$ cat src/hdl/stbs_pkg.sv
`timescale 1ns / 1ps
`default_nettype none
package stbs_pkg;

	localparam int TABLE_DEPTH = 1024;
	localparam int DATA_W      = 32;
	localparam int INDEX_W     = 10;
	localparam int ADDR_W      = $clog2(TABLE_DEPTH);
	localparam int CNT_W       = ADDR_W + 1;
	localparam int SIZE_W      = 11;
	localparam int PADDR_W     = 3;
	localparam int PDATA_W     = 32;

	localparam logic CMD_WRITE  = 1'b0;
	localparam logic CMD_SEARCH = 1'b1;

	localparam logic [0:0] REG_TABLE_SIZE = 1'b0;

	typedef struct packed {
		logic load;
		logic step;
		logic rd;
		logic wr;
	} stbs_cmd_t;

	typedef struct packed {
		logic hit;
		logic empty;
	} stbs_sts_t;

endpackage
`default_nettype wire

$ cat src/hdl/stbs_ctrl.sv
`timescale 1ns / 1ps
`default_nettype none
module stbs_ctrl (
	input  wire logic                clk,
	input  wire logic                arst_n,
	input  wire logic                start,
	input  wire logic                cmd,
	output logic                     busy,
	output logic                     done,
	output logic                     found,
	output stbs_pkg::stbs_cmd_t      cmd_out,
	input  wire stbs_pkg::stbs_sts_t sts_in
);

	typedef enum logic [1:0] {
		S_IDLE  = 2'b01,
		S_PROBE = 2'b10
	} state_t;

	state_t state_q;
	state_t state_nxt;
	logic   done_q;
	logic   found_q;
	logic   done_nxt;
	logic   found_nxt;

	assign busy  = (state_q == S_PROBE);
	assign done  = done_q;
	assign found = found_q;

	always_comb begin
		cmd_out   = '0;
		state_nxt = state_q;
		done_nxt  = 1'b0;
		found_nxt = 1'b0;
		unique case (state_q)
			S_IDLE: begin
				cmd_out.load = start && (cmd == stbs_pkg::CMD_SEARCH);
				cmd_out.wr   = start && (cmd == stbs_pkg::CMD_WRITE);
				cmd_out.rd   = cmd_out.load && !sts_in.empty;
				if (cmd_out.load) begin
					if (sts_in.empty) begin
						done_nxt = 1'b1;
					end else begin
						state_nxt = S_PROBE;
					end
				end
			end
			S_PROBE: begin
				cmd_out.step = !sts_in.hit;
				cmd_out.rd   = !sts_in.hit && !sts_in.empty;
				if (sts_in.hit || sts_in.empty) begin
					done_nxt  = 1'b1;
					found_nxt = sts_in.hit;
					state_nxt = S_IDLE;
				end
			end
			default: begin
				state_nxt = S_IDLE;
			end
		endcase
	end

	always_ff @(posedge clk or negedge arst_n) begin
		if (!arst_n) begin
			state_q <= S_IDLE;
			done_q  <= 1'b0;
			found_q <= 1'b0;
		end else begin
			state_q <= state_nxt;
			done_q  <= done_nxt;
			found_q <= found_nxt;
		end
	end

endmodule
`default_nettype wire

$ cat config.mk
export PLATFORM = sky130hd
export DESIGN_NAME = stbs_ctrl
export DESIGN_NICKNAME = d
export VERILOG_FILES = /design/src/hdl/stbs_pkg.sv /design/src/hdl/stbs_ctrl.sv
export SDC_FILE = /design/constraint.sdc
export NUM_CORES = 1
export LEC_CHECK = 0
export BUFFER_PORTS_ARGS = -buffer_cell sky130_fd_sc_hd__buf_2
export CORE_AREA = 2 2 39 41
export CTS_CLUSTER_SIZE = 16
export DETAILED_ROUTE_END_ITERATION = 8
export DIE_AREA = 0 0 41 43
export SETUP_SLACK_MARGIN = 0.1
export SLEW_MARGIN = 20
export SYNTH_ARGS = -nofsm -noshare
export SYNTH_HDL_FRONTEND = slang
export SYNTH_SLANG_ARGS = --single-unit
$ cat constraint.sdc
create_clock -name clk -period 2.2 [get_ports clk]
set_clock_uncertainty 0.15 [all_clocks]
set_input_delay 0.22 -clock clk [delete_from_list [all_inputs] [get_ports clk]]
set_output_delay 0.22 -clock clk [all_outputs]
set_load 0.02 [all_outputs]
Word-level counts from Yosys, hierarchy flattened

Cells that the tools add are included.

Register bits: 4
Bits of input ports: 6
Output and inout port bits: 7
Logic and storage cells: 31

Equal/unequal tests: 5
Mux-type cells: 14
Bitwise operators: 1
Reduce and logical (&&, ||, !) cells: 8

Operator list:

| cell                                                                    | number |
|---|---|
| 1-bit 2-to-1 mux                                                        | 8 |
| 2-bit 2-to-1 mux                                                        | 3 |
| 1-bit logical AND                                                       | 4 |
| 2-bit inequality test, second input constant                            | 2 |
| 1-bit one-hot mux with 2 select lines                                   | 2 |
| 2-bit one-hot mux with 2 select lines                                   | 1 |
| 3-bit AND reduction                                                     | 1 |
| 2-bit by 1-bit == test with 1-bit output, second input constant         | 1 |
| 2-bit == test, second input constant                                    | 1 |
| 1-bit zero test                                                         | 2 |
| 2-bit by 1-bit inequality test with 1-bit output, second input constant | 1 |
| 1-bit logical OR                                                        | 1 |
| 1-bit NOT                                                               | 1 |

Depth between registers and ports, before layout

Gate-level depths: netlist (run 1).

Word-level depth: 3
Depth in mapped cells: 5
Mapped depth without buffers: 5

Worst setup path after synthesis (run 1)

Ideal clock, no wire load.

Path type: reg2out
Start point: register state_q[0]
End point: output cmd_out[1] in the netlist's numbering
Arrival: 1,726 ps
Required time: 1,830 ps
Slack: 104 ps
Cell stages (with the launch flop): 6
Path buffers: 0
Path through: dfstp_2 -> inv_1 -> ha_1 -> nand2_1 -> inv_1 -> nor4_1

RTL lines:

| what                   | RTL line        | RTL |
|---|---|---|
| from (decl)            | stbs_ctrl.sv:20 | `state_t state_q;` |
| from (signal assigned) | stbs_ctrl.sv:70 | `state_q <= state_nxt;` |
| to (decl)              | stbs_ctrl.sv:11 | `output stbs_pkg::stbs_cmd_t cmd_out,` |

==> flow_metrics.py, run 1 <==
metrics = {
    "outcome": {
        "status": "finished, final reports clean",
    },
    "yosys": {
        "ys_types": 17,
        "synthAdderAreaFrac": 0.132,
        "synth-seq-area-share": 0.357,
        "synth_compound_area_frac": 0.225,
        "synthesis.area_um2": 284,
        "synth-seq-cells": 4,
        "yosysWarnings": 0,
        "synth-simple-area-share": 0.233,
        "synthMuxAreaShare": 0,
        "synth_top_family_by_area": "simple AND/OR/NAND/NOR gates",
        "synthFlopType": "dfrtp_1",
        "syn_inst": 30,
        "async_reset_ff_frac": 1.00,
        "syn_nets": 39,
        "synthXorXnorAreaFrac": 0,
        "synth_edf_count": 0,
        "syn_avg_cell_area_um2": 9.47,
    },
    "final_layout": {
        "stdcell_count": 63,
        "antenna-diode-count": 0,
        "drive_gt1_frac": 0.468,
        "seq_area_um2": 101,
        "multiInputGateArea_um2": 176,
        "nets": 57,
        "syn_to_final_growth_pct": 44.9,
        "final_util": 0.297,
        "n_fill_cell": 148,
    },
    "sta": {
        "relSlewSlack": 0.827,
        "final_max_slew_viol_count": 0,
        "setup_viol": 0,
        "max_freq_mhz": 491,
        "rsz0062_at_grt": "false",
        "fin_crit_sh": 0.926,
        "setup_tns_ns": 0,
        "worstMarginPinSlew_ns": 0.257,
        "timing.hold.ws_ns": 0.131,
        "final_hold_viol_count": 0,
        "min_period_ns": 2.04,
    },
    "cts": {
        "cts_root_buf": "clkbuf_4",
        "post_cts_buffers": 0,
        "path_clk_slew_ns": 0.04,
        "cts_sinks": 4,
        "cts_buffers": 3,
        "cts-htree-levels": 1,
        "cts_buffer_depth": 2,
        "clock_latency_ns": 0.24,
        "cts_tree": "built",
    },
    "critical_path": {
        "critical_path_class": "reg -> out",
        "cp-end-kind": "output pin",
        "r2r_cells": 5,
        "crit_slowest_cell": "dfstp_2",
        "critPathMaxStageDelay_ns": 0.56,
        "r2r-start": "state_q[0]$_DFFE_PN1P_",
        "crit_required_ns": 1.83,
        "critical_path.top_delay_family": "flip-flops",
        "cp-startpoint": "state_q[0]$_DFFE_PN1P_",
        "arrival_ns": 1.67,
        "crit_fanout": 6,
        "path_buf_inv": 3,
        "crit_top_cell": "inv_1",
        "startpoint_type": "flop",
        "cp.depth": 6,
        "worstPathCellList": "inv_1, ha_2, nand2_1, inv_1, nor4_2, buf_4",
    },
    "die": {
        "die_h_um": 43,
        "ios": 13,
        "die_w_um": 41,
        "rows": 14,
        "start_util": 0.205,
        "die_area_um2": 1760,
        "core_um2": 1380,
    },
    "global_routing": {
        "grt_pass1_wl_mm": 1.03,
        "antenna_found_initial": 0,
        "grt_overflow_total": 0,
        "grt_pass1_vias": 263,
        "grt_max_degree": 7,
        "grt_use_total": 0.0886,
    },
    "hold_path": {
        "hold_class": "in -> reg",
        "min_from": "sts_in[1]",
        "hold_depth": 3,
    },
    "place": {
        "place_congestion": 0.765,
        "dpl.cell_count": 58,
        "portBuffers": 12,
    },
    "routing": {
        "viasPerCell": 4.37,
        "ant_nets": 0,
        "post_drt_wl_per_cell_um": 11.5,
        "routed_wl_um": 727,
        "drc": 0,
        "drtIter0Drc": 4,
        "num_vias": 275,
        "drt-pass1-iter-count": 4,
    },
    "power_and_ir_drop": {
        "leakage_nw": 0.218,
        "finalPower_mw": 0.487,
        "p_per_area_nw_per_um2": 1180,
        "peakVddDrop_uv": 454,
    },
    "flow_run": {
        "maxCapViolCount": 0,
    },
}
[power by group]
group / leakage [nW] / internal (mW) / switching, mW
Combinational: 0.153 / 0.125 / 0.139
Clock: 0.0150 / 0.0683 / 0.0328
Sequential: 0.0502 / 0.100 / 0.0219
[per-stage QoR]
stage / setup WS, ns / instance area, um^2
3_5_place_dp: 0.397 / 364
4_1_cts: 0.119 / 400
3_3_place_gp: 0.432 / 364
5_1_grt: 0.0544 / 412
2_1_floorplan: 0.104 / 284
6_report: 0.162 / 412
[cells by family after synthesis]
logic type,after synthesis
AOI/OAI and AO/OA,8
and+or+nand+nor,11
buffers and inverters,4
adders and majority gates,3
DFF,4
[synth_stat cells (2+ instances only)]
master   number  area (um^2)
a21oi_1       3         15.0
inv_1         4         15.0
ha_1          3         37.5
nand2_1       3         11.3
nor2_1        2         7.51
and2b_4       2         20.0
dfrtp_1       3         75.1
[state kept, by name (all words and copies together) (netlist names)]
signal   flops
state_q      2
done         1
found        1
[tightest hold or removal path: stages]
cell,delay (ns)
buf_2,0.11
nand2_1,0.07
a21oi_1,0.07
[area by class of cell]
| class | instances | area share |
|---|---|---|
| well taps | 16 | 0.0486 |
| inverters | 4 | 0.0365 |
| flip-flops and latches | 4 | 0.246 |
| multi-input cells | 22 | 0.429 |
| repair buffers | 13 | 0.176 |
| clock buffers | 4 | 0.0638 |
[cells in the final DEF, fill, tap and decap left out, drive strengths merged]
master and instances:
a21oi 3, a221oi 1, a22oi 1, and2b 2, and3 1, buf 12
clkbuf 4, dfrtp 3, dfstp 1, dlygate4sd3 1, ha 3, inv 4
nand2 3, nand4 1, nor2 2, nor4 1, o21ai 1, o22a 1
o31ai 1, or3b 1
[repair_timing]
action                                  in CTS  in global routing
gates resized for setup                      0                  3
endpoints found under the hold margin        4                  0
endpoints found under the setup margin       0                  1
hold buffers                                 1                  0
[path summary, 6_finish.rpt]
kind                                               end  slack, ns
worst max-delay path                        cmd_out[1]       0.16
worst min-delay path                    done$_DFF_PN0_       0.13
worst max register to register  state_q[1]$_DFFE_PN0P_       0.55
worst min register to register  state_q[0]$_DFFE_PN1P_       0.45
max in group asynchronous       state_q[0]$_DFFE_PN1P_       1.53
min in group asynchronous       state_q[1]$_DFFE_PN0P_       0.17
[layer usage]
layer	share of wire	global-route usage	routed length, um	vias up
li1	-	-	-	142
met2	0.49	0.122	353	7
met3	0.054	0.0471	39	0
met4	0	0.0733	0	0
met1	0.46	0.0942	334	126
met5	0	0	0	-
Power figures use the tool's default switching activity.
==> run 2: changes to the inputs <==
- GPL_TIMING_DRIVEN: unset -> 0
==> flow_metrics.py, run 2 (synthesis results as in run 1) <==
metrics = {
    "outcome": {
        "status": "finished, final reports clean",
    },
    "routing": {
        "viasPerCell": 4.33,
        "post_drt_wl_per_cell_um": 9.92,
        "drt-pass1-iter-count": 4,
        "ant_nets": 0,
        "drtIter0Drc": 1,
        "drc": 0,
        "num_vias": 273,
        "routed_wl_um": 625,
    },
    "hold_path": {
        "min_from": "sts_in[1]",
        "hold_class": "in -> reg",
        "hold_end": "done$_DFF_PN0_",
        "hold_depth": 3,
    },
    "global_routing": {
        "grt_max_degree": 7,
        "antenna_found_initial": 0,
        "grt_pass1_vias": 258,
        "grt_use_total": 0.0894,
        "grt_pass1_wl_mm": 1.09,
        "grt_overflow_total": 0,
    },
    "final_layout": {
        "largest_reg_flops": 2,
        "mostFrequentLayoutCells": "buf_2, inv_1",
        "n_fill_cell": 150,
        "final_util": 0.297,
        "layout_commonest_cell": "buf_2",
        "syn_to_final_growth_pct": 44.9,
        "drive_gt1_frac": 0.468,
        "max_flop_register": "state_q",
        "antenna-diode-count": 0,
        "nets": 57,
    },
    "critical_path": {
        "crit_required_ns": 1.83,
        "crit_fanout": 6,
        "worstReg2RegEnd": "state_q[1]$_DFFE_PN0P_",
        "r2r-start": "state_q[0]$_DFFE_PN1P_",
        "crit_top_cell": "inv_1",
        "critPathMaxStageDelay_ns": 0.55,
        "crit_slowest_cell": "dfstp_2",
        "arrival_ns": 1.58,
        "worstPathCellList": "inv_1, ha_2, nand2_1, inv_1, nor4_2, buf_4",
        "critical_path_class": "reg -> out",
        "reg2reg_slack_ns": 0.55,
        "r2r_cells": 5,
        "startpoint_type": "flop",
        "cp-startpoint": "state_q[0]$_DFFE_PN1P_",
        "cp-end-kind": "output pin",
    },
    "power_and_ir_drop": {
        "combPwrFrac": 0.531,
        "p_per_area_nw_per_um2": 1150,
        "power_frac_clock": 0.212,
        "peakVddDrop_uv": 499,
        "power.switching_mw": 0.183,
        "internal-power_mw": 0.291,
        "leakage_nw": 0.218,
        "finalPower_mw": 0.473,
        "netSwitchingFraction": 0.386,
        "seqPwrFrac": 0.257,
    },
    "sta": {
        "timing.hold.ws_ns": 0.119,
        "setup_viol": 0,
        "max_freq_mhz": 513,
        "setup_tns_ns": 0,
        "final_hold_viol_count": 0,
        "relSlewSlack": 0.821,
        "final_max_slew_viol_count": 0,
        "min_period_ns": 1.95,
        "rsz0062_at_grt": "false",
        "fin_crit_sh": 0.887,
        "worstMarginPinSlew_ns": 0.267,
    },
    "die": {
        "start_util": 0.205,
        "core_um2": 1380,
        "ios": 13,
        "die_w_um": 41,
        "die_area_um2": 1760,
        "rows": 14,
        "die_h_um": 43,
    },
    "cts": {
        "cts_root_buf": "clkbuf_4",
        "cts_buffers": 3,
        "cts_tree": "built",
        "cts_sinks": 4,
        "cts_buffer_depth": 2,
        "path_clk_slew_ns": 0.04,
        "clock_latency_ns": 0.23,
        "cts-htree-levels": 1,
        "post_cts_buffers": 0,
    },
    "flow_run": {
        "maxCapViolCount": 0,
    },
    "place": {
        "dp_hpwl_um": 484,
        "portBuffers": 12,
        "place_congestion": 0.784,
    },
}
## run 2: cell counts in the layout (fill, tap and decap cells not counted)
Identical to the previous run, type by type.
## run 2: power groups by stage
stage	sequential (mW)	combinational [mW]	clock (mW)
floorplan	0.125	0.182	0
global placement	0.124	0.236	0
detailed placement	0.122	0.239	0
CTS	0.122	0.240	0.106
global route	0.127	0.285	0.116
finish	0.122	0.251	0.101
## run 2: per-stage QoR
| step | std cells | worst slack, ns | cell area [um^2] |
|---|---|---|---|
| 3_5_place_dp | 58 | 0.408 | 364 |
| 4_1_cts | 63 | 0.143 | 400 |
| 2_1_floorplan | 30 | 0.104 | 284 |
| 5_1_grt | 63 | 0.100 | 412 |
| 3_3_place_gp | 58 | 0.426 | 364 |
| 6_report | 63 | 0.249 | 412 |
## run 2: metal layers
metal  up-vias  GRT usage  share of wire
li1        142          -              -
met1       124      0.129           0.50
met2         7      0.116           0.45
met3         0     0.0157          0.050
met4         0     0.0600              0
met5         -          0              0
## run 2: how the worst max path moves through the flow
stage / endpoint / slack [ns] / cells after the start
global route: cmd_out[1] / 0.10 / 6
detailed placement: cmd_out[1] / 0.41 / 6
CTS: cmd_out[1] / 0.14 / 6
finish: cmd_out[1] / 0.25 / 6
floorplan: cmd_out[1] / 0.10 / 5
global placement: cmd_out[1] / 0.43 / 6
## run 2: timing repair
item	4_1_cts	5_1_grt
resized for setup	0	3
setup endpoints to repair	0	1
hold buffers	1	0
hold endpoints to repair	4	0
## run 2: critical path, delay by kind of cell, from the launching register on
| kind | cells | cell delay [ns] |
|---|---|---|
| buffers and inverters | 3 | 0.29 |
| and+or+nand+nor | 2 | 0.29 |
| adders and majority gates | 1 | 0.21 |
| DFF | 1 | 0.55 |
## run 2: final cells by class
cell class / instances / area, um^2 / share of cell area
tap: 16 / 20.0 / 0.0486
multi-input combinational: 22 / 176 / 0.429
sequential: 4 / 101 / 0.246
inverter: 4 / 15.0 / 0.0365
timing repair buffer: 13 / 72.6 / 0.176
clock buffer: 4 / 26.3 / 0.0638
